## src/hw/rtl/datetime_string_parse_validate_unit_assert.svh

```systemverilog
// Assertion macros shared by the date-time parser RTL.
// Defining NO_ASSERTIONS removes every check from the build.
`ifndef DATETIME_STRING_PARSE_VALIDATE_UNIT_ASSERT_SVH
`define DATETIME_STRING_PARSE_VALIDATE_UNIT_ASSERT_SVH

`ifndef NO_ASSERTIONS
`define DTP_ASSERT_NOW(lbl, clk, rst_n, prop) \
    lbl: assert property (@(posedge clk) disable iff (!rst_n) (prop)) \
        else $error("Same-cycle check failed.");
`define DTP_ASSERT_NEXT(lbl, clk, rst_n, ante, cons) \
    lbl: assert property (@(posedge clk) disable iff (!rst_n) (ante) |=> (cons)) \
        else $error("Next-cycle check failed.");
`else
`define DTP_ASSERT_NOW(lbl, clk, rst_n, prop)
`define DTP_ASSERT_NEXT(lbl, clk, rst_n, ante, cons)
`endif

`endif

```

## src/hw/rtl/dtp_pkg.sv

```systemverilog
// Shared types and constants of the date-time string parser.
// Used by dtp_front, dtp_queue, dtp_check and the top level; no dependencies.
package dtp_pkg;

    localparam int YEAR_W   = 14;
    localparam int ACC_W    = 7;
    localparam int MONTH_W  = 4;
    localparam int DAY_W    = 5;
    localparam int HOUR_W   = 5;
    localparam int MINUTE_W = 6;
    localparam int POS_W    = 5;

    localparam int OUT_DATA_W = 40;
    localparam int IN_DATA_W  = 8;

    localparam int QDEPTH = 2;
    localparam int QPTR_W = (QDEPTH > 1) ? $clog2(QDEPTH) : 1;
    localparam int QCNT_W = $clog2(QDEPTH + 1);

    localparam logic [7:0] CH_ZERO  = 8'h30;
    localparam logic [7:0] CH_NINE  = 8'h39;
    localparam logic [7:0] CH_DASH  = 8'h2D;
    localparam logic [7:0] CH_SLASH = 8'h2F;
    localparam logic [7:0] CH_COLON = 8'h3A;

    localparam logic [POS_W-1:0] POS_HI_END  = 5'd2;
    localparam logic [POS_W-1:0] POS_DASH_A  = 5'd4;
    localparam logic [POS_W-1:0] POS_DASH_B  = 5'd7;
    localparam logic [POS_W-1:0] POS_SLASH   = 5'd10;
    localparam logic [POS_W-1:0] POS_COLON   = 5'd13;
    localparam logic [POS_W-1:0] STR_LEN     = 5'd16;
    localparam logic [POS_W-1:0] POS_SAT     = 5'd17;

    localparam logic [YEAR_W-1:0] YEAR_MIN = 14'd1000;
    localparam logic [YEAR_W-1:0] YEAR_MAX = 14'd9999;
    localparam logic [ACC_W-1:0]  MONTH_MAX  = 7'd12;
    localparam logic [ACC_W-1:0]  MONTH_FEB  = 7'd2;
    localparam logic [ACC_W-1:0]  MONTH_AUG  = 7'd8;
    localparam logic [ACC_W-1:0]  HOUR_MAX   = 7'd23;
    localparam logic [ACC_W-1:0]  MINUTE_MAX = 7'd59;
    localparam logic [ACC_W-1:0]  DAYS_28    = 7'd28;
    localparam logic [ACC_W-1:0]  DAYS_29    = 7'd29;
    localparam logic [ACC_W-1:0]  DAYS_30    = 7'd30;
    localparam logic [ACC_W-1:0]  DAYS_31    = 7'd31;

    typedef struct packed {
        logic              fmt_ok;
        logic              leap;
        logic [YEAR_W-1:0] year;
        logic [ACC_W-1:0]  month;
        logic [ACC_W-1:0]  day;
        logic [ACC_W-1:0]  hour;
        logic [ACC_W-1:0]  minute;
    } dtp_rec_t;

    typedef struct packed {
        logic full;
        logic empty;
    } dtp_qstat_t;

endpackage

```

## src/hw/rtl/datetime_string_parse_validate_unit.sv

```systemverilog
// Top level of the date-time string parser: front end, record queue, calendar check.
// Depends on dtp_pkg, dtp_front, dtp_queue and dtp_check.
//
//   Channel  | Direction | Beat                    | Content
//   s_axis   | in        | one string character    | tdata[7:0] char, tlast end of string
//   m_axis   | out       | one result per string   | tdata fields, tuser valid flag
//
// Character beats are taken at one beat per cycle when the queue has room.
// A finished result passes through a queue entry and then the output register before it leaves.
// The two-entry queue and output register let characters flow while a result waits.
// Reset clears the position counter, accumulators, queue pointers and output valid.
module datetime_string_parse_validate_unit (
    input  logic                            aclk,
    input  logic                            aresetn,
    input  logic                            s_axis_tvalid,
    output logic                            s_axis_tready,
    input  logic [dtp_pkg::IN_DATA_W-1:0]   s_axis_tdata,   // [7:0] char_code
    input  logic                            s_axis_tlast,
    output logic                            m_axis_tvalid,
    input  logic                            m_axis_tready,
    // year_out, month_out, day_out, hour_out, minute_out, zeros
    output logic [dtp_pkg::OUT_DATA_W-1:0]  m_axis_tdata,
    output logic                            m_axis_tuser    // valid_res
);

    dtp_pkg::dtp_rec_t   front_rec;
    dtp_pkg::dtp_rec_t   queue_rec;
    dtp_pkg::dtp_qstat_t qstat;
    logic                rec_push;
    logic                rec_pop;
    logic                char_valid;
    logic [dtp_pkg::YEAR_W-1:0]   year_out;
    logic [dtp_pkg::MONTH_W-1:0]  month_out;
    logic [dtp_pkg::DAY_W-1:0]    day_out;
    logic [dtp_pkg::HOUR_W-1:0]   hour_out;
    logic [dtp_pkg::MINUTE_W-1:0] minute_out;

    assign s_axis_tready = !qstat.full;
    assign char_valid    = s_axis_tvalid && s_axis_tready;

    dtp_front u_front (
        .aclk       (aclk),
        .aresetn    (aresetn),
        .char_valid (char_valid),
        .char_code  (s_axis_tdata),
        .is_last    (s_axis_tlast),
        .rec        (front_rec),
        .rec_push   (rec_push)
    );

    dtp_queue u_queue (
        .aclk     (aclk),
        .aresetn  (aresetn),
        .push     (rec_push),
        .push_rec (front_rec),
        .pop      (rec_pop),
        .pop_rec  (queue_rec),
        .stat     (qstat)
    );

    dtp_check u_check (
        .aclk       (aclk),
        .aresetn    (aresetn),
        .rec        (queue_rec),
        .stat       (qstat),
        .pop        (rec_pop),
        .m_valid    (m_axis_tvalid),
        .m_ready    (m_axis_tready),
        .valid_res  (m_axis_tuser),
        .year_out   (year_out),
        .month_out  (month_out),
        .day_out    (day_out),
        .hour_out   (hour_out),
        .minute_out (minute_out)
    );

    assign m_axis_tdata = {6'd0, minute_out, hour_out, day_out, month_out, year_out};

endmodule

```

## src/hw/rtl/dtp_front.sv

```systemverilog
// Character front end: checks each byte of the string and accumulates the fields.
// Emits one record per string into the queue. Depends on dtp_pkg.
module dtp_front (
    input  logic             aclk,
    input  logic             aresetn,
    input  logic             char_valid,
    input  logic [7:0]       char_code,
    input  logic             is_last,
    output dtp_pkg::dtp_rec_t rec,
    output logic             rec_push
);

    logic [dtp_pkg::POS_W-1:0]  pos_reg, pos_next;
    logic                       fmt_reg, fmt_next;
    logic [dtp_pkg::YEAR_W-1:0] year_reg, year_next;
    logic [dtp_pkg::ACC_W-1:0]  month_reg, month_next;
    logic [dtp_pkg::ACC_W-1:0]  day_reg, day_next;
    logic [dtp_pkg::ACC_W-1:0]  hour_reg, hour_next;
    logic [dtp_pkg::ACC_W-1:0]  minute_reg, minute_next;
    logic [dtp_pkg::ACC_W-1:0]  yhi_reg, yhi_next;
    logic [dtp_pkg::ACC_W-1:0]  ylo_reg, ylo_next;
    logic                       is_digit;
    logic [3:0]                 digit;

    function automatic logic [dtp_pkg::ACC_W-1:0] acc7(
        input logic [dtp_pkg::ACC_W-1:0] acc,
        input logic [3:0]                d
    );
        acc7 = {acc[3:0], 3'b000} + {acc[5:0], 1'b0} + {3'b000, d};
    endfunction

    assign is_digit = (char_code >= dtp_pkg::CH_ZERO) && (char_code <= dtp_pkg::CH_NINE);
    assign digit    = is_digit ? char_code[3:0] : 4'd0;

    always_comb begin
        fmt_next    = fmt_reg;
        year_next   = year_reg;
        month_next  = month_reg;
        day_next    = day_reg;
        hour_next   = hour_reg;
        minute_next = minute_reg;
        yhi_next    = yhi_reg;
        ylo_next    = ylo_reg;

        if (pos_reg >= dtp_pkg::STR_LEN) begin
            fmt_next = 1'b0;
        end else if (pos_reg == dtp_pkg::POS_DASH_A || pos_reg == dtp_pkg::POS_DASH_B) begin
            if (char_code != dtp_pkg::CH_DASH) begin
                fmt_next = 1'b0;
            end
        end else if (pos_reg == dtp_pkg::POS_SLASH) begin
            if (char_code != dtp_pkg::CH_SLASH) begin
                fmt_next = 1'b0;
            end
        end else if (pos_reg == dtp_pkg::POS_COLON) begin
            if (char_code != dtp_pkg::CH_COLON) begin
                fmt_next = 1'b0;
            end
        end else if (!is_digit) begin
            fmt_next = 1'b0;
        end else if (pos_reg < dtp_pkg::POS_DASH_A) begin
            year_next = {year_reg[10:0], 3'b000} + {year_reg[12:0], 1'b0}
                        + {10'd0, digit};
            if (pos_reg < dtp_pkg::POS_HI_END) begin
                yhi_next = acc7(yhi_reg, digit);
            end else begin
                ylo_next = acc7(ylo_reg, digit);
            end
        end else if (pos_reg < dtp_pkg::POS_DASH_B) begin
            month_next = acc7(month_reg, digit);
        end else if (pos_reg < dtp_pkg::POS_SLASH) begin
            day_next = acc7(day_reg, digit);
        end else if (pos_reg < dtp_pkg::POS_COLON) begin
            hour_next = acc7(hour_reg, digit);
        end else begin
            minute_next = acc7(minute_reg, digit);
        end

        pos_next = (pos_reg < dtp_pkg::POS_SAT) ? pos_reg + 5'd1 : dtp_pkg::POS_SAT;
    end

    // A year is a leap year when its last two digits are a nonzero multiple of
    // four, or when they are zero and the century digits are a multiple of four.
    always_comb begin
        rec.fmt_ok = fmt_next && (pos_next == dtp_pkg::STR_LEN);
        rec.leap   = (ylo_next != '0) ? (ylo_next[1:0] == 2'b00) : (yhi_next[1:0] == 2'b00);
        rec.year   = year_next;
        rec.month  = month_next;
        rec.day    = day_next;
        rec.hour   = hour_next;
        rec.minute = minute_next;
    end

    assign rec_push = char_valid && is_last;

    always_ff @(posedge aclk) begin
        if (!aresetn || rec_push) begin
            pos_reg    <= '0;
            fmt_reg    <= 1'b1;
            year_reg   <= '0;
            month_reg  <= '0;
            day_reg    <= '0;
            hour_reg   <= '0;
            minute_reg <= '0;
            yhi_reg    <= '0;
            ylo_reg    <= '0;
        end else if (char_valid) begin
            pos_reg    <= pos_next;
            fmt_reg    <= fmt_next;
            year_reg   <= year_next;
            month_reg  <= month_next;
            day_reg    <= day_next;
            hour_reg   <= hour_next;
            minute_reg <= minute_next;
            yhi_reg    <= yhi_next;
            ylo_reg    <= ylo_next;
        end
    end

endmodule

```

## src/hw/rtl/dtp_queue.sv

```systemverilog
// Short record queue between the character front end and the calendar check.
// Depends on dtp_pkg for the record type and depth.
module dtp_queue (
    input  logic               aclk,
    input  logic               aresetn,
    input  logic               push,
    input  dtp_pkg::dtp_rec_t  push_rec,
    input  logic               pop,
    output dtp_pkg::dtp_rec_t  pop_rec,
    output dtp_pkg::dtp_qstat_t stat
);

    dtp_pkg::dtp_rec_t          entry_reg [dtp_pkg::QDEPTH];
    logic [dtp_pkg::QPTR_W-1:0] wr_ptr_reg, wr_ptr_next;
    logic [dtp_pkg::QPTR_W-1:0] rd_ptr_reg, rd_ptr_next;
    logic [dtp_pkg::QCNT_W-1:0] count_reg, count_next;
    logic                       do_push, do_pop;

    assign stat.full  = (count_reg == dtp_pkg::QCNT_W'(dtp_pkg::QDEPTH));
    assign stat.empty = (count_reg == '0);
    assign do_push    = push && !stat.full;
    assign do_pop     = pop && !stat.empty;
    assign pop_rec    = entry_reg[rd_ptr_reg];

    always_comb begin
        wr_ptr_next = wr_ptr_reg;
        rd_ptr_next = rd_ptr_reg;
        if (do_push) begin
            wr_ptr_next = (wr_ptr_reg == dtp_pkg::QPTR_W'(dtp_pkg::QDEPTH - 1))
                          ? '0 : wr_ptr_reg + 1'b1;
        end
        if (do_pop) begin
            rd_ptr_next = (rd_ptr_reg == dtp_pkg::QPTR_W'(dtp_pkg::QDEPTH - 1))
                          ? '0 : rd_ptr_reg + 1'b1;
        end
        count_next = count_reg + dtp_pkg::QCNT_W'(do_push) - dtp_pkg::QCNT_W'(do_pop);
    end

    always_ff @(posedge aclk) begin
        if (!aresetn) begin
            wr_ptr_reg <= '0;
            rd_ptr_reg <= '0;
            count_reg  <= '0;
        end else begin
            wr_ptr_reg <= wr_ptr_next;
            rd_ptr_reg <= rd_ptr_next;
            count_reg  <= count_next;
        end
    end

    always_ff @(posedge aclk) begin
        if (do_push) begin
            entry_reg[wr_ptr_reg] <= push_rec;
        end
    end

endmodule

```

## src/hw/rtl/dtp_check.sv

```systemverilog
// Calendar range check and output register of the date-time parser.
// Depends on dtp_pkg and the assertion macro header.
`include "datetime_string_parse_validate_unit_assert.svh"

module dtp_check (
    input  logic                aclk,
    input  logic                aresetn,
    input  dtp_pkg::dtp_rec_t   rec,
    input  dtp_pkg::dtp_qstat_t stat,
    output logic                pop,
    output logic                m_valid,
    input  logic                m_ready,
    output logic                valid_res,
    output logic [dtp_pkg::YEAR_W-1:0]   year_out,
    output logic [dtp_pkg::MONTH_W-1:0]  month_out,
    output logic [dtp_pkg::DAY_W-1:0]    day_out,
    output logic [dtp_pkg::HOUR_W-1:0]   hour_out,
    output logic [dtp_pkg::MINUTE_W-1:0] minute_out
);

    logic                          m_valid_reg, m_valid_next;
    logic                          res_ok_reg;
    logic [dtp_pkg::YEAR_W-1:0]    year_reg;
    logic [dtp_pkg::MONTH_W-1:0]   month_reg;
    logic [dtp_pkg::DAY_W-1:0]     day_reg;
    logic [dtp_pkg::HOUR_W-1:0]    hour_reg;
    logic [dtp_pkg::MINUTE_W-1:0]  minute_reg;
    logic [dtp_pkg::ACC_W-1:0]     mdays;
    logic                          ok;
    logic                          long_month;
    logic                          out_zero;
    logic                          out_in_range;

    always_comb begin
        long_month = (rec.month[0] && (rec.month < dtp_pkg::MONTH_AUG))
                     || (!rec.month[0] && (rec.month >= dtp_pkg::MONTH_AUG));
        if (rec.month == dtp_pkg::MONTH_FEB) begin
            mdays = rec.leap ? dtp_pkg::DAYS_29 : dtp_pkg::DAYS_28;
        end else if (long_month) begin
            mdays = dtp_pkg::DAYS_31;
        end else begin
            mdays = dtp_pkg::DAYS_30;
        end
        ok = rec.fmt_ok
             && (rec.year >= dtp_pkg::YEAR_MIN) && (rec.year <= dtp_pkg::YEAR_MAX)
             && (rec.month != '0) && (rec.month <= dtp_pkg::MONTH_MAX)
             && (rec.day != '0) && (rec.day <= mdays)
             && (rec.hour <= dtp_pkg::HOUR_MAX)
             && (rec.minute <= dtp_pkg::MINUTE_MAX);
    end

    assign pop = !stat.empty && (!m_valid_reg || m_ready);

    always_comb begin
        if (pop) begin
            m_valid_next = 1'b1;
        end else if (m_ready) begin
            m_valid_next = 1'b0;
        end else begin
            m_valid_next = m_valid_reg;
        end
    end

    always_ff @(posedge aclk) begin
        if (!aresetn) begin
            m_valid_reg <= 1'b0;
        end else begin
            m_valid_reg <= m_valid_next;
        end
    end

    always_ff @(posedge aclk) begin
        if (pop) begin
            res_ok_reg <= ok;
            year_reg   <= ok ? rec.year : '0;
            month_reg  <= ok ? rec.month[dtp_pkg::MONTH_W-1:0] : '0;
            day_reg    <= ok ? rec.day[dtp_pkg::DAY_W-1:0] : '0;
            hour_reg   <= ok ? rec.hour[dtp_pkg::HOUR_W-1:0] : '0;
            minute_reg <= ok ? rec.minute[dtp_pkg::MINUTE_W-1:0] : '0;
        end
    end

    assign m_valid    = m_valid_reg;
    assign valid_res  = res_ok_reg;
    assign year_out   = year_reg;
    assign month_out  = month_reg;
    assign day_out    = day_reg;
    assign hour_out   = hour_reg;
    assign minute_out = minute_reg;

    assign out_zero     = (year_reg == '0) && (month_reg == '0) && (day_reg == '0)
                          && (hour_reg == '0) && (minute_reg == '0);
    assign out_in_range = (month_reg != '0) && (day_reg != '0)
                          && (year_reg >= dtp_pkg::YEAR_MIN);

    `DTP_ASSERT_NOW(a_no_pop_while_held, aclk, aresetn, !(m_valid_reg && !m_ready && pop))
    `DTP_ASSERT_NEXT(a_pop_loads_output, aclk, aresetn, pop, m_valid_reg)
    `DTP_ASSERT_NOW(a_invalid_is_zero, aclk, aresetn, !(m_valid_reg && !res_ok_reg) || out_zero)
    `DTP_ASSERT_NOW(a_valid_in_range, aclk, aresetn, !(m_valid_reg && res_ok_reg) || out_in_range)

endmodule

```

## config.mk

```make
export PLATFORM = sky130hd
export DESIGN_NAME = datetime_string_parse_validate_unit
export DESIGN_NICKNAME = d
export VERILOG_FILES = /design/src/hw/rtl/dtp_pkg.sv /design/src/hw/rtl/datetime_string_parse_validate_unit.sv /design/src/hw/rtl/dtp_front.sv /design/src/hw/rtl/dtp_queue.sv /design/src/hw/rtl/dtp_check.sv
export VERILOG_INCLUDE_DIRS = /design/src /design/src/hw/rtl
export SDC_FILE = /design/constraint.sdc
export NUM_CORES = 1
export LEC_CHECK = 0
export ABC_AREA = 1
export BUFFER_PORTS_ARGS = -buffer_cell sky130_fd_sc_hd__buf_2
export CAP_MARGIN = 20
export CORE_MARGIN = 2
export CORE_UTILIZATION = 25
export DETAILED_ROUTE_END_ITERATION = 8
export HOLD_SLACK_MARGIN = 0.15
export PLACE_DENSITY_LB_ADDON = 0.08
export SYNTH_ARGS = -nofsm -noshare
export SYNTH_HDL_FRONTEND = slang
export SYNTH_SLANG_ARGS = --single-unit
```

## constraint.sdc

```tcl
create_clock -name aclk -period 8.8 [get_ports aclk]
set_input_delay 0.44 -clock aclk [delete_from_list [all_inputs] [get_ports aclk]]
set_output_delay 0.44 -clock aclk [all_outputs]
set_load 0.02 [all_outputs]
```

==> metrics.sh, run 1 <==
STATUS='finished clean'
WORSTSETUPSTARTPOINTTYPE='flop'
VIA_COUNT=7899
DRT-PASS1-ITER-COUNT=4
LAYOUT.CELLS.MOST_COMMON='sky130_fd_sc_hd__nand2_1'
CP_DATA_REQUIRED_TIME_NS=9.09
SYNTH_TOP_CELL_AREA_SHARE_PCT=34.8
INITIAL_UTILIZATION_PCT=25.3
MIN_PERIOD_NS=3.60
NETLIST_INSTANCES=1249
FINAL_UTIL_PCT=28.5
ARRIVAL_NS=3.88
CTS.REPAIR.RESIZED=0
DPL-INSTANCE-AREA_MM2=0.0114
GRT_OVERFLOW=0
CLOCK_SINKS=186
FINAL_ANTENNA_NET_COUNT=0
SYNTH-EDFF-COUNT=123
SETUP_VIOL=0
DIE_HEIGHT_UM=210
CTS_TREE='built'
FLOORPLAN.DIE.WIDTH_UM=210
LARGEST_REGISTER_FFS=88
RSZ0062_AT_GRT='no'
POST-DP-HPWL_UM=19100
GRT_ANTENNA_BEFORE_REPAIR=0
GRT_START_MAX_NET_PINS=82
TOTAL_POWER_W=0.00299
CP_SLOWEST_CELL='sky130_fd_sc_hd__buf_4'
LAYOUT_WORST_PATH_CYCLE_SHARE_PCT=40.9
POST_SYNTHESIS_CELL_AREA_MM2=0.0106
YOSYS.CELL_TYPES.COUNT=44
SYNTH_SEQUENTIAL_AREA_RATIO_PCT=46.7
CP_SLOWEST_STAGE_DELAY_NS=0.47
IRDROPWORSTVDD_mV=0.110
FINAL_LAYOUT_SIZE_SUFFIX_GT1_SHARE_PCT=10.9
CTS-HTREE-LEVELS=4
DRV_SLEW=0
SYNTH_WARN=0
CELLS_TRAVERSED_ALONG_THE_WORST_TIMING_PATH='buf_4 > inv_2 > nand2_1 > nand2_1 > nor2_1 > inv_1 > o41ai_1 > ha_1 > inv_1 > a21oi_1 > nor3_1 > nand2_1 > nand2_1 > nor2_2 > nand3_4 > nor2_2'
ROUTE.DETAILED.WL_PER_INST_UM=14.5
CTS_MAX_PATH_BUFFERS=2
POST-CTS-SETUP-BUFFER-COUNT=0
TIMING.MAX_CAP.VIOLATIONS=0
POST_CTS_HOLD_BUFFER_COUNT=0
PATH_CLK_SLEW_NS=0.08
DIE_AREA_MM2=0.0441
GRT_PASS1_WL_UM=43700
CLOCK-SKEW-FINAL_NS=0.0140
IO_BUFFER_COUNT=49
WORST_SLEW_PIN_SLEW_NS=0.948
FINAL_AREA_MM2=0.0119
TIMING.CRITICAL_PATH.TO_TYPE='flop'
TIMING.FINAL.HOLD_VIOLATIONS=0
GPL.FINAL_WEIGHTED_CONGESTION=0.776
SYN2LAYOUT_AREA_GROWTH_PCT=12.6
CORE.ROWCOUNT=75
ASYNCSETRESETFLOPFRACSYNTH_PCT=0
PLACEDCELLCOUNT=1810
VIA_COUNT_OF_THE_FIRST_GLOBAL_ROUTING_PASS=7861
CTS_ROOT_BUFFER='sky130_fd_sc_hd__clkbuf_16'
POST_LAYOUT_NONFILLER_INSTANCES=1844
CRITICAL-PATH-TOP-CELL-BY-COUNT='sky130_fd_sc_hd__nand2_1'
NNETSFINAL=1385
VIA_PER_INST=4.28
TNS_NS=0
DR.FIRST_ITER.DRC_COUNT=372
LAYOUT.CELLS.MOST_COMMON_LIST='307 x sky130_fd_sc_hd__nand2_1, 179 x sky130_fd_sc_hd__inv_1, 123 x sky130_fd_sc_hd__edfxtp_1, 108 x sky130_fd_sc_hd__nor2_1, 88 x sky130_fd_sc_hd__nand3_1'
CORE_REGION_AREA_MM2=0.0419
POSTSYNTHREGISTERBITS=186
CTS_BUF_COUNT=17
FLOORPLAN.IO_PINS=56
HOLD_CLASS='input port to flop'
CRIT_PATH_MAX_FO=46
TIMING.MAX_SLEW.REL_SLACK_PCT=36.6
YOSYS.AREA.TOP_TYPE='sky130_fd_sc_hd__edfxtp_1'
WORSTSETUPPATHTYPE='flop to flop'
GROUTE.USAGE.OVERALL_PCT=12.9
POSTROUTEWIRELENGTH_UM=26700
POWER.DENSITY_CELL_AREA_mW_PER_MM2=251
POSTSYNTHAREAPERCELL_UM2=8.49
CLOCK_INSERTION_DELAY_WORST_SKEW_NS=0.45
POWER.LEAKAGE_nW=5.70
FMAX_MHz=278
DRC=0
YS_TOP_CELLS_BY_AREA='sky130_fd_sc_hd__edfxtp_1 35%, sky130_fd_sc_hd__dfxtp_1 12%, sky130_fd_sc_hd__nand2_1 11%, sky130_fd_sc_hd__ha_1 8.8%, sky130_fd_sc_hd__inv_1 6.3%'
YOSYS_MOST_USED_DFF='sky130_fd_sc_hd__edfxtp_1'
-- layout make-up --
type / count / area [µm²]
antenna: 1 / 2.50
clock buffer: 21 / 450
clock inverter: 11 / 111
fill: 4483 / 30000
inverter: 186 / 698
multi-input combinational: 844 / 4730
sequential: 186 / 4960
tap: 539 / 674
timing repair buffer: 56 / 310
-- layer usage --
layer	GRT usage (%)	vias to the layer above	wire, µm	share of wire [%]
met5	0	-	0	0
met4	3.91	0	371	1.4
met3	1.94	22	569	2.1
met2	20.2	95	11600	43
met1	18.3	3641	14200	53
li1	-	4141	-	-
-- stage by stage --
step                      worst slack (ns)  hold slack (ns)
after global placement                4.95            0.439
after detailed placement              4.80            0.448
final                                 5.20            0.259
after global routing                  4.68            0.261
after floorplan                       5.51            0.425
after CTS                             5.05            0.233
-- Yosys cell counts, types with 2 or more instances --
cell type                  count
sky130_fd_sc_hd__nor2_1      111
sky130_fd_sc_hd__nor2_2       30
sky130_fd_sc_hd__a31oi_1       4
sky130_fd_sc_hd__clkbuf_1      9
sky130_fd_sc_hd__mux2i_1      12
sky130_fd_sc_hd__o21ai_0      47
sky130_fd_sc_hd__nand2_2       2
sky130_fd_sc_hd__edfxtp_1    123
sky130_fd_sc_hd__nor3_1        8
sky130_fd_sc_hd__xnor2_1       9
sky130_fd_sc_hd__o211ai_1      4
sky130_fd_sc_hd__or2_1         3
sky130_fd_sc_hd__o21ai_2       3
sky130_fd_sc_hd__nand3_1      88
sky130_fd_sc_hd__nand3b_1      7
sky130_fd_sc_hd__dfxtp_1      63
sky130_fd_sc_hd__ha_1         75
sky130_fd_sc_hd__buf_6         9
sky130_fd_sc_hd__nand2_1     307
sky130_fd_sc_hd__o21ai_1      11
sky130_fd_sc_hd__buf_2         6
sky130_fd_sc_hd__nor2_4        2
sky130_fd_sc_hd__inv_2         7
sky130_fd_sc_hd__buf_4        11
sky130_fd_sc_hd__a21oi_1      51
sky130_fd_sc_hd__o21bai_1      8
sky130_fd_sc_hd__buf_1         3
sky130_fd_sc_hd__fa_1          6
sky130_fd_sc_hd__nand3_2       2
sky130_fd_sc_hd__xor2_1       18
sky130_fd_sc_hd__nand4_1      17
sky130_fd_sc_hd__inv_1       179
sky130_fd_sc_hd__or2_2         3
-- power breakdown --
part           internal, W  switching [W]
clock             0.000404       0.000362
combinational     0.000315       0.000692
sequential         0.00114      0.0000838
-- worst max-delay path, delay by kind of cell, from the launching register on --
kind	cells	cell delay, ns
AO/OA/AOI/OAI	2	0.50
AND/OR/NAND/NOR	9	1.44
adder cells (fa/ha/maj)	1	0.21
buffers and inverters	4	0.93
flip-flops	1	0.31
-- final timing paths --
path,from,slack [ns],endpoint,depth (start not counted)
hold / removal,aresetn,0.26,u_queue.count_reg[0],3
setup reg to reg,flop,5.20,u_check.year_out[4],16
hold reg to reg,u_queue.rd_ptr_reg,0.46,u_queue.rd_ptr_reg,1
setup / recovery,flop,5.20,u_check.year_out[4],16
-- logic make-up after synthesis --
| group | after synthesis | share of synthesized area, % |
|---|---|---|
| other cells | 1 | 0.0354 |
| flops | 186 | 46.7 |
| buf+inv | 224 | 9.03 |
| fa+ha+maj | 81 | 9.98 |
| xor+xnor | 27 | 2.23 |
| simple gates | 584 | 24.0 |
| mux | 12 | 1.13 |
| compound gates | 134 | 6.91 |
Power figures use the tool's default switching activity.
==> run 2, diff against run 1 <==
clock period = 3.7 ns   (was 8.8 ns; I/O delays follow)
==> run 2 against run 1 <==
Total power up 140%. Sequential power rose by 140%. Worst hold slack worse by 0.045 ns. Via count is 0.39% higher. Core utilization up 0.21 points. Cell area up 0.74%.
==> metrics.sh, run 2 (same netlist as run 1, synthesis figures left out) <==
CTS_TREE='built'
VIA_COUNT_OF_THE_FIRST_GLOBAL_ROUTING_PASS=7642
VIA_PER_INST=4.28
RSZ0062_AT_GRT='no'
FLOORPLAN.DIE.WIDTH_UM=210
IO_BUFFER_COUNT=49
CLOCK_SINKS=186
IRDROPWORSTVDD_mV=0.273
INITIAL_UTILIZATION_PCT=25.3
POWER.LEAKAGE_nW=5.76
MIN_PERIOD_NS=2.95
TIMING.CRITICAL_PATH.TO_TYPE='flop'
CRIT_PATH_MAX_FO=35
GROUTE.LAYER.MET2.USAGE_PCT=19.9
FINAL_ANTENNA_NET_COUNT=0
GROUTE.USAGE.OVERALL_PCT=12.9
FINAL_LAYOUT_SIZE_SUFFIX_GT1_SHARE_PCT=11.5
GRT_OVERFLOW=0
CLKPWRFRAC_PCT=26.4
FINAL_AREA_MM2=0.0120
CORE.ROWCOUNT=75
SYN2LAYOUT_AREA_GROWTH_PCT=13.4
POST_CTS_HOLD_BUFFER_COUNT=2
CLOCK-SKEW-FINAL_NS=0.0139
ROUTE.DETAILED.WL_PER_INST_UM=14.6
GRT_START_MAX_NET_PINS=82
DIE_AREA_MM2=0.0441
DRV_SLEW=0
GLOBALROUTE.BUSIESTLAYER='met2'
WORSTSETUPSTARTPOINTTYPE='flop'
POST-DP-HPWL_UM=19400
DIE_HEIGHT_UM=210
VIA_COUNT=7930
LARGEST_REGISTER_FFS=88
GROUTE.LAYER.MET1.USAGE_PCT=18.4
CLOCK_INSERTION_DELAY_WORST_SKEW_NS=0.46
TNS_NS=0
FLOORPLAN.IO_PINS=56
WORST_SLEW_PIN_SLEW_NS=0.944
CTS-HTREE-LEVELS=4
LAYOUT.CELLS.MOST_COMMON='sky130_fd_sc_hd__nand2_1'
CTS_BUF_COUNT=17
FMAX_MHz=339
TIMING.MAX_SLEW.REL_SLACK_PCT=37.0
FINAL_UTIL_PCT=28.7
P_SWITCHING_W=0.00278
PWR-SHARE-COMB_PCT=32.9
POWER_FRAC_SEQ_PCT=40.6
STATUS='finished clean'
LAYOUT.CELLS.MOST_COMMON_LIST='307 x sky130_fd_sc_hd__nand2_1, 179 x sky130_fd_sc_hd__inv_1, 123 x sky130_fd_sc_hd__edfxtp_1, 108 x sky130_fd_sc_hd__nor2_1, 88 x sky130_fd_sc_hd__nand3_1'
TIMING.FINAL.HOLD_VIOLATIONS=0
GPL.FINAL_WEIGHTED_CONGESTION=0.756
ANTENNA-DIODE-COUNT=0
WORSTSETUPPATHTYPE='flop to flop'
POWER.DENSITY_CELL_AREA_mW_PER_MM2=599
CTS_MAX_PATH_BUFFERS=2
SETUP_VIOL=0
CTS.REPAIR.RESIZED=0
DRC=0
LAYOUT_WORST_PATH_CYCLE_SHARE_PCT=79.7
CP_DATA_REQUIRED_TIME_NS=3.99
HOLD_CLASS='input port to flop'
SWITCHING_SHARE_PCT=38.6
GRT_ANTENNA_BEFORE_REPAIR=0
CELL_INTERNAL_PWR_W=0.00442
POSTROUTEWIRELENGTH_UM=27100
ARRIVAL_NS=3.24
POST-CTS-SETUP-BUFFER-COUNT=0
GRT_PASS1_WL_UM=43200
TIMING.MAX_CAP.VIOLATIONS=0
CTS_ROOT_BUFFER='sky130_fd_sc_hd__clkbuf_16'
DR.FIRST_ITER.DRC_COUNT=448
NNETSFINAL=1393
PATH_CLK_SLEW_NS=0.08
DPL-INSTANCE-AREA_MM2=0.0114
USE_MET3_PCT=2.34
DRT-PASS1-ITER-COUNT=5
HOLDWS_NS=0.214
CORE_REGION_AREA_MM2=0.0419
## run 2: cell types whose count changed in the layout (fill, tap and decap cells not counted), moves of 2 or more
cell                            change
sky130_fd_sc_hd__clkinv_8           +2
sky130_fd_sc_hd__inv_8              +4
sky130_fd_sc_hd__dlygate4sd3_1      +2
sky130_fd_sc_hd__buf_4              +7
sky130_fd_sc_hd__clkbuf_1           -3
## run 2: worst paths after layout
kind | from | end | slack [ns] | cells after the start
max | flop | u_check.month_out[3] | 0.75 | 15
min reg2reg | u_queue.rd_ptr_reg | u_queue.rd_ptr_reg | 0.48 | 1
max reg2reg | flop | u_check.month_out[3] | 0.75 | 15
min | s_axis_tlast | u_queue.wr_ptr_reg | 0.21 | 3
## run 2: final cells by class
type,instances,area (µm²)
Clock buffer,17,425
Clock inverter,15,175
Fill cell,4402,29900
Inverter,186,698
Multi-Input combinational cell,844,4730
Sequential cell,186,4960
Tap cell,539,674
Timing Repair Buffer,64,363
## run 2: critical path, stage by stage (launching register included)
cell	delay (ns)
sky130_fd_sc_hd__dfxtp_2	0.45
sky130_fd_sc_hd__inv_2	0.21
sky130_fd_sc_hd__nand2_1	0.10
sky130_fd_sc_hd__nand2_1	0.08
sky130_fd_sc_hd__nor2_1	0.15
sky130_fd_sc_hd__inv_1	0.07
sky130_fd_sc_hd__o41ai_1	0.34
sky130_fd_sc_hd__ha_1	0.20
sky130_fd_sc_hd__inv_1	0.04
sky130_fd_sc_hd__a21oi_1	0.12
sky130_fd_sc_hd__nor3_1	0.07
sky130_fd_sc_hd__nand2_1	0.07
sky130_fd_sc_hd__nand2_1	0.06
sky130_fd_sc_hd__nor2_2	0.12
sky130_fd_sc_hd__nand3_4	0.45
sky130_fd_sc_hd__nor2_1	0.25
## run 2: stage by stage
step	power (W)	cells	setup slack, ns
after global routing	0.00775	1851	0.339
after global placement	0.00541	1817	0.626
after detailed placement	0.00540	1817	0.566
after CTS	0.00737	1851	0.662
after floorplan	0.00470	1254	0.411
final	0.00720	1851	0.751
## run 2: power by group through the flow
| stage | Sequential (W) | Clock [W] | Combinational, W |
|---|---|---|---|
| after global routing | 0.00298 | 0.00206 | 0.00272 |
| after CTS | 0.00293 | 0.00200 | 0.00244 |
| after detailed placement | 0.00298 | 0 | 0.00243 |
| after global placement | 0.00298 | 0 | 0.00243 |
| after floorplan | 0.00313 | 0 | 0.00157 |
| final | 0.00292 | 0.00190 | 0.00237 |
## run 2: per-layer routing
metal  part of all wire [%]  routed length [µm]  vias up
met5                      0                   0        -
met4                    1.2                 320        0
met3                    2.7                 724       17
met2                     44               11900       81
met1                     52               14200     3664
li1                       -                   -     4168
==> run 3, diff against run 2 <==
clock period = 2.6 ns   (was 3.7 ns; I/O delays follow)
==> run 3 against run 2 <==
Fmax increased by 17%. Highest routed layer unchanged. Sequential cell count did not move. Worst hold slack worse by 0.017 ns.
==> metrics.sh, run 3 (same netlist as run 1, synthesis figures left out) <==
STATUS='finished clean'
DR.FIRST_ITER.DRC_COUNT=440
POWER.DENSITY_CELL_AREA_mW_PER_MM2=840
MET2_WIRELENGTH_UM=12100
PATH_CLK_SLEW_NS=0.08
DRV_SLEW=0
GROUTE.USAGE.OVERALL_PCT=13.0
CTS_TREE='built'
CRIT_PATH_MAX_FO=21
IO_BUFFER_COUNT=49
CORE_REGION_AREA_MM2=0.0419
TIMING.CRITICAL_PATH.BUF_INV=4
CTS_MAX_PATH_BUFFERS=2
P_SWITCHING_W=0.00400
TIMING.MAX_SLEW.REL_SLACK_PCT=39.9
WORST_SLEW_PIN_SLEW_NS=0.901
VIA_COUNT_OF_THE_FIRST_GLOBAL_ROUTING_PASS=7882
RSZ0062_AT_GRT='yes'
FINAL_ANTENNA_NET_COUNT=0
CLKPWRFRAC_PCT=26.1
ARRIVAL_NS=2.71
LARGEST_REGISTER_FFS=88
PWR-SHARE-COMB_PCT=35.0
TIMING.MAX_CAP.VIOLATIONS=0
CTS-HTREE-LEVELS=4
DRT-PASS1-ITER-COUNT=5
CTS_ROOT_BUFFER='sky130_fd_sc_hd__clkbuf_16'
CP_DATA_REQUIRED_TIME_NS=2.79
ANTENNA-DIODE-COUNT=0
TOTAL_POWER_W=0.0107
IRDROPWORSTVDD_mV=0.409
CP_TOP_FAMILY='simple AND/OR/NAND/NOR gates'
MIN_PERIOD_NS=2.52
GRT_PASS1_WL_UM=44000
ROUTE.DETAILED.WL_PER_INST_UM=14.2
DRT-MET1-WL_UM=14300
FLOORPLAN.IO_PINS=56
WORSTSETUPSTARTPOINTTYPE='flop'
ROUTED.TOP_LAYER='met4'
CP_SLOWEST_STAGE_DELAY_NS=0.37
INITIAL_UTILIZATION_PCT=25.3
SETUP_VIOL=0
POWER.LEAKAGE_nW=6.15
CLOCK-SKEW-FINAL_NS=0.0332
HOLDWS_NS=0.197
LAYOUT_WORST_PATH_CYCLE_SHARE_PCT=97.1
CP_SLOWEST_CELL='sky130_fd_sc_hd__dfxtp_4'
CORE.ROWCOUNT=75
WL_MET3_UM=631
TIMING.FINAL.HOLD_VIOLATIONS=0
CTS_BUF_COUNT=17
GRT_ANTENNA_BEFORE_REPAIR=1
SWITCHING_SHARE_PCT=37.4
HOLD_CLASS='input port to flop'
WORSTSETUPPATHTYPE='flop to flop'
LAYOUT.CELLS.MOST_COMMON_LIST='305 x sky130_fd_sc_hd__nand2_1, 179 x sky130_fd_sc_hd__inv_1, 123 x sky130_fd_sc_hd__edfxtp_1, 104 x sky130_fd_sc_hd__nor2_1, 87 x sky130_fd_sc_hd__nand3_1'
CELL_INTERNAL_PWR_W=0.00668
POSTROUTEWIRELENGTH_UM=27300
DIE_HEIGHT_UM=210
FLOORPLAN.DIE.WIDTH_UM=210
LAYOUT.CELLS.MOST_COMMON='sky130_fd_sc_hd__nand2_1'
FINAL_UTIL_PCT=30.3
POWER_FRAC_SEQ_PCT=38.9
CLOCK_SINKS=186
VIA_PER_INST=4.23
NNETSFINAL=1462
GRT_START_MAX_NET_PINS=82
VIA_COUNT=8121
FINAL_LAYOUT_SIZE_SUFFIX_GT1_SHARE_PCT=17.0
DIE_AREA_MM2=0.0441
SYN2LAYOUT_AREA_GROWTH_PCT=19.8
GPL.FINAL_WEIGHTED_CONGESTION=0.778
FMAX_MHz=396
CELLS_TRAVERSED_ALONG_THE_WORST_TIMING_PATH='buf_6 > or2_1 > o21ai_2 > buf_6 > xor2_2 > o41ai_2 > ha_1 > inv_1 > a21oi_2 > nor3_1 > nand2_1 > nand2_2 > nor2_4 > nand3_4 > buf_12 > nor2_1'
DRC=0
CRITICAL-PATH-TOP-CELL-BY-COUNT='sky130_fd_sc_hd__buf_6'
GRT_OVERFLOW=0
CLOCK_INSERTION_DELAY_WORST_SKEW_NS=0.46
POST-DP-HPWL_UM=20200
TIMING.CRITICAL_PATH.TO_TYPE='flop'
[run 3: changes by cell type in the layout (fill, tap and decap cells not counted), sizes merged]
cell,previous run,this run
clkinv,5,4
bufinv,1,2
clkinvlp,1,2
clkbuf,17,19
inv,194,192
buf,62,130
[run 3: path summary, 6_finish.rpt]
| check | from | end | slack [ns] | cells after the start |
|---|---|---|---|---|
| max reg2reg | flop | u_check.day_out[2] | 0.08 | 16 |
| min reg2reg | u_queue.rd_ptr_reg | u_queue.rd_ptr_reg | 0.46 | 1 |
| min | s_axis_tdata[0] | u_queue.entry_reg[0][21] | 0.20 | 3 |
| max | flop | u_check.day_out[2] | 0.08 | 16 |
[run 3: final cells by class]
cell class                      instances  area (µm²)
Tap cell                              539         674
Clock inverter                         14         180
Multi-Input combinational cell        844        4800
Clock buffer                           18         439
Sequential cell                       186        4960
Inverter                              186         701
Fill cell                            4470       29200
Timing Repair Buffer                  133         951
[run 3: through the flow]
stage	setup TNS (ns)	worst slack (ns)	cell area [µm²]	std cells
after floorplan	-60.62	-0.689	10600	1254
after global placement	-5.47	-0.177	11900	1880
final	0	0.0753	12700	1920
after detailed placement	-7.45	-0.207	11900	1880
after global routing	-1.68	-0.0979	12700	1920
after CTS	0	0.0107	12600	1914
[run 3: timing repair]
item	4_1_cts	5_1_grt
hold endpoints to repair	6	0
hold buffers	2	0
gates cloned	0	1
gates resized for setup	2	22
buffers inserted	0	5
pin swaps	0	1
setup endpoints to repair	33	49
[run 3: tightest hold or removal path, delay by kind of cell]
kind,cells,cell delay (ns)
buf+inv,1,0.13
simple gates,2,0.25
[run 3: power by group through the flow]
stage,combinational [W],sequential [W],clock (W)
after floorplan,0.00223,0.00445,0
after global placement,0.00369,0.00423,0
after detailed placement,0.00369,0.00423,0
after CTS,0.00371,0.00417,0.00289
after global routing,0.00428,0.00422,0.00300
final,0.00374,0.00415,0.00279
[run 3: layer usage]
metal	vias up	GRT usage, %
met4	0	3.84
met3	18	2.23
met5	-	0
met2	77	19.8
li1	4303	-
met1	3723	18.9
